==> src/rtl/ftsu_ram.sv <==
`default_nettype none
// ----------------------------------------------------------------------------
// ftsu_ram
// generic single write port ram with registered read
// ----------------------------------------------------------------------------
module ftsu_ram #(
  parameter int WIDTH = 64,
  parameter int DEPTH = 4
) (
  input  wire logic                     clk_i,
  input  wire logic                     we_i,
  input  wire logic [$clog2(DEPTH)-1:0] waddr_i,
  input  wire logic [WIDTH-1:0]         wdata_i,
  input  wire logic [$clog2(DEPTH)-1:0] raddr_i,
  output logic      [WIDTH-1:0]         rdata_o
);

  logic [WIDTH-1:0] mem_q [DEPTH];

  always_ff @(posedge clk_i) begin
    if (we_i) begin
      mem_q[waddr_i] <= wdata_i;
    end
    rdata_o <= mem_q[raddr_i];
  end

endmodule
`default_nettype wire

==> config.mk <==
export PLATFORM = sky130hd
export DESIGN_NAME = ftsu_ram
export DESIGN_NICKNAME = d
export VERILOG_FILES = /design/src/rtl/ftsu_ram.sv
export SDC_FILE = /design/constraint.sdc
export NUM_CORES = 1
export LEC_CHECK = 0
export ABC_CLOCK_PERIOD_IN_PS = 5400
export BUFFER_PORTS_ARGS = -buffer_cell sky130_fd_sc_hd__buf_4
export CAP_MARGIN = 40
export CORE_ASPECT_RATIO = 0.5
export CORE_UTILIZATION = 50
export CTS_CLUSTER_SIZE = 8
export DETAILED_ROUTE_END_ITERATION = 10
export PLACE_DENSITY = 0.73
export SLEW_MARGIN = 20
export SYNTH_ARGS = -nofsm -noshare
export SYNTH_HDL_FRONTEND = slang
export SYNTH_SLANG_ARGS = --single-unit
==> constraint.sdc <==
create_clock -name clk_i -period 5.4 [get_ports clk_i]
set_input_delay 0.54 -clock clk_i [delete_from_list [all_inputs] [get_ports clk_i]]
set_output_delay 0.54 -clock clk_i [all_outputs]
set_load 0.02 [all_outputs]
* After elaboration in Yosys (flattened, before gate mapping)
Memory sizes are Yosys's and may differ from the RTL's. A register that Yosys moved wholly into a read port is not among the register bits. Cells that the tools add are included.
Cells by class: muxes and demuxes 2
Operators by type and width (count):
- two-way mux 1 bit | 2
Word-level totals: output and inout port bits 64, input port bits 70, memories kept 1, flip-flop bits (word level) 0, RAM bits 256, logic and storage cells 3
Memories:
- mem_q | depth 4, width 64, read ports 1, clocked after Yosys merged registers in 1, wr ports 1, RTL line 18 | logic [WIDTH-1:0] mem_q [DEPTH];

* Depth between registers and ports, before layout
depth after elaboration 2, gate-level depth with buffers 3, mapped depth without buffers 1

* Worst setup path after synthesis
No wires, ideal clock.
path kind input to register, start point input port waddr_i[1], end point memory mem_q[0][0] (enable), required time 4.821 ns, buffers on the path 0, setup slack -0.421 ns, data arrival time 5.242 ns, setup time 0.579 ns, cell stages on the path 1, cell sequence nor3b_1
RTL lines:
- from (decl) | RTL line 12 | input wire logic [$clog2(DEPTH)-1:0] waddr_i,
- to (decl) | RTL line 18
No word-level cell before the write port.

* Worst setup path after layout
start point input port waddr_i[1], end point memory mem_q[1][62] (enable)
No word-level cell before the write port.

==> impl_metrics.toml <==
[worst_setup_path]
critPathMaxFanout = 35
worstSetupPathType = "input pin to register"
cp-start-kind = "input pin"
critPathArrivalTime_ps = 1950
end_kind = "register"
cp.required_ps = 5530

[cts]
htreeDepth = 2
post_cts_buffers = 0
clk_pin_slew_worst_paths_ps = 50
clkSinkCount = 320
cts_resized = 0
clk_root_buffer_cell = "clkbuf_16"
clk_latency_ps = 510
cts_buffers = 45
cts_tree = "yes"
hold_buffers = 0
clockBufferDepth = 3

[routing]
vias = 4570
drt-total-wl_um = 17960
wl_per_cell_um = 20.43
ant_nets = 0
drt_iter0_markers = 267
first_pass_iters = 4
viasPerCell = 5.199
drc_errors = 0

[sta]
drv_slew = 0
layout_min_cycle_time_ps = 1821
finalSetupViolCount = 0
max_slew.worst_pin.slew_ps = 593.2
final_hold_viol_count = 0
setup_tns_ps = 0
post-route-period-util_pct = 33.72
layout_setup_ws_ps = 3579
rsz0062_at_grt = "false"
fmax_mhz = 549.2
fin_worst_skew_ps = 15.53
slew_headroom_pct = 60.46

[synthesis]
synth-seq-area-share_pct = 84.43
ys_seq_elements = 320
yosysWarnings = 0
synthesis.nets = 472
netlist-cell-type-count = 11
syn_area_per_cell_um2 = 26.42
syn-cell-area_um2 = 10620
syn-instance-count = 402

[layout]
antenna_cells = 0
nFillCells = 1337
post_route_cells_drive_above_1_share_pct = 41.75
nets = 646
area.growth.synth_to_final_pct = 24.63

[global_route]
grt_pass1_vias = 4972
grt-ovfl-total = 0
grt_usage_pct = 17.04
grt_first_pass_wirelength_um = 27930
antenna_found_initial = 0
grt_max_degree = 47

[place]
gp_congestion = 0.7093
pre_cts_slack_ps = 3034
port_buffers = 133
hpwlAfterDp_um = 10290

[floorplan]
ios = 134
die_area_um2 = 21870
core_um2 = 20690
start_util_pct = 51.33
num_rows = 37
fp.dieH_um = 105.1
die_x_um = 208.1

[run_status]
status = "finished, final reports clean"

[flow_run]
maxCapViolCount = 0

[power_and_ir_drop]
power.leakage_nw = 4.654
ir_worst_vdd_mv = 0.2620
p_per_area_nw_per_um2 = 431.4

[hold_path]
hold_path_class = "input pin to register"
==> layout make-up <==
class                   count  area (um^2)  share of cell area, %
clock buffers              76         1285                  9.706
clock inverters             1        8.758                0.06616
multi-input cells          68         1511                  11.42
flip-flops and latches    320         8969                  67.74
well taps                 273        341.6                  2.580
repair buffers            141         1124                  8.487
==> sequential cells by signal, indices dropped and copies added, names as in the netlist <==
register and count:
rdata_o 64, mem_q 256
==> synth_stat cells <==
cell type / count / area (um^2)
and3_1: 1 / 6.260
and3b_1: 2 / 17.52
buf_12: 6 / 120.1
buf_2: 6 / 30.03
buf_6: 1 / 11.26
clkbuf_2: 1 / 5.000
dfxtp_1: 64 / 1281
edfxtp_1: 256 / 7687
mux4_1: 4 / 105.1
mux4_2: 60 / 1351
nor3b_1: 1 / 7.510
==> critical path: stages <==
cell,delay [ps]
buf_4,130
and3b_4,670
buf_4,540
==> logic make-up (layout without fill, tap and decap cells) <==
kind of cell,count (synthesis),after routing,share of synthesized area [%]
DFF,320,320,84.43
buffers and inverters,14,218,1.567
and+or+nand+nor,4,4,0.2946
muxes,64,64,13.71
==> placed cells by master, fill, tap and decap left out <==
| cell | Yosys | routed |
|---|---|---|
| mux4_2 | 60 | 60 |
| buf_16 | 0 | 2 |
| dfxtp_1 | 64 | 64 |
| clkbuf_16 | 0 | 47 |
| clkbuf_1 | 0 | 29 |
| and3b_4 | 0 | 2 |
| mux4_1 | 4 | 4 |
| buf_12 | 6 | 2 |
| buf_4 | 0 | 137 |
| edfxtp_1 | 256 | 256 |
| and3_4 | 0 | 1 |
| nor3b_4 | 0 | 1 |
| inv_6 | 0 | 1 |
==> report_power, final <==
part	total [W]	internal, W	leakage (nW)	switching, W
clock	0.00251	0.00159	0.618	0.000914
sequential	0.00286	0.00282	2.89	0.0000379
combinational	0.000345	0.000168	1.14	0.000177
==> metal layers <==
metal  wire (um)  part of all wire (%)  vias to the layer above  GRT usage, %
met5           0                     0                        -             0
met4         283                   1.6                        0         4.444
met3        1051                   5.9                       27         4.719
met2        8986                    50                      121         28.00
met1        7633                    43                     2378         22.69
li1            -                     -                     2044             -
==> stage by stage <==
step	area [um^2]	hold slack, ps	util, %	total power, W	std cells
after floorplan	10630	515.7	-	0.003081	402
after global placement	11850	518.4	57.26	0.003233	798
after detailed placement	11950	531.5	57.72	0.003254	802
after CTS	13240	211.2	63.98	0.005775	879
after global routing	13240	211.2	63.98	0.005906	879
final	13240	228.8	63.98	0.005711	879
==> final timing paths <==
check / from / to / slack [ps] / depth (start not counted)
worst max-delay path: waddr_i[1] / mem_q[1][62]$_DFFE_PP_ / 3580 / 3
worst min-delay path: wdata_i[34] / mem_q[2][34]$_DFFE_PP_ / 230 / 1
worst max register to register: mem_q[3][5]$_DFFE_PP_ / rdata_o[5]$_DFF_P_ / 4400 / 1
worst min register to register: mem_q[2][1]$_DFFE_PP_ / rdata_o[1]$_DFF_P_ / 530 / 1
(Power assumes the default switching activity.)
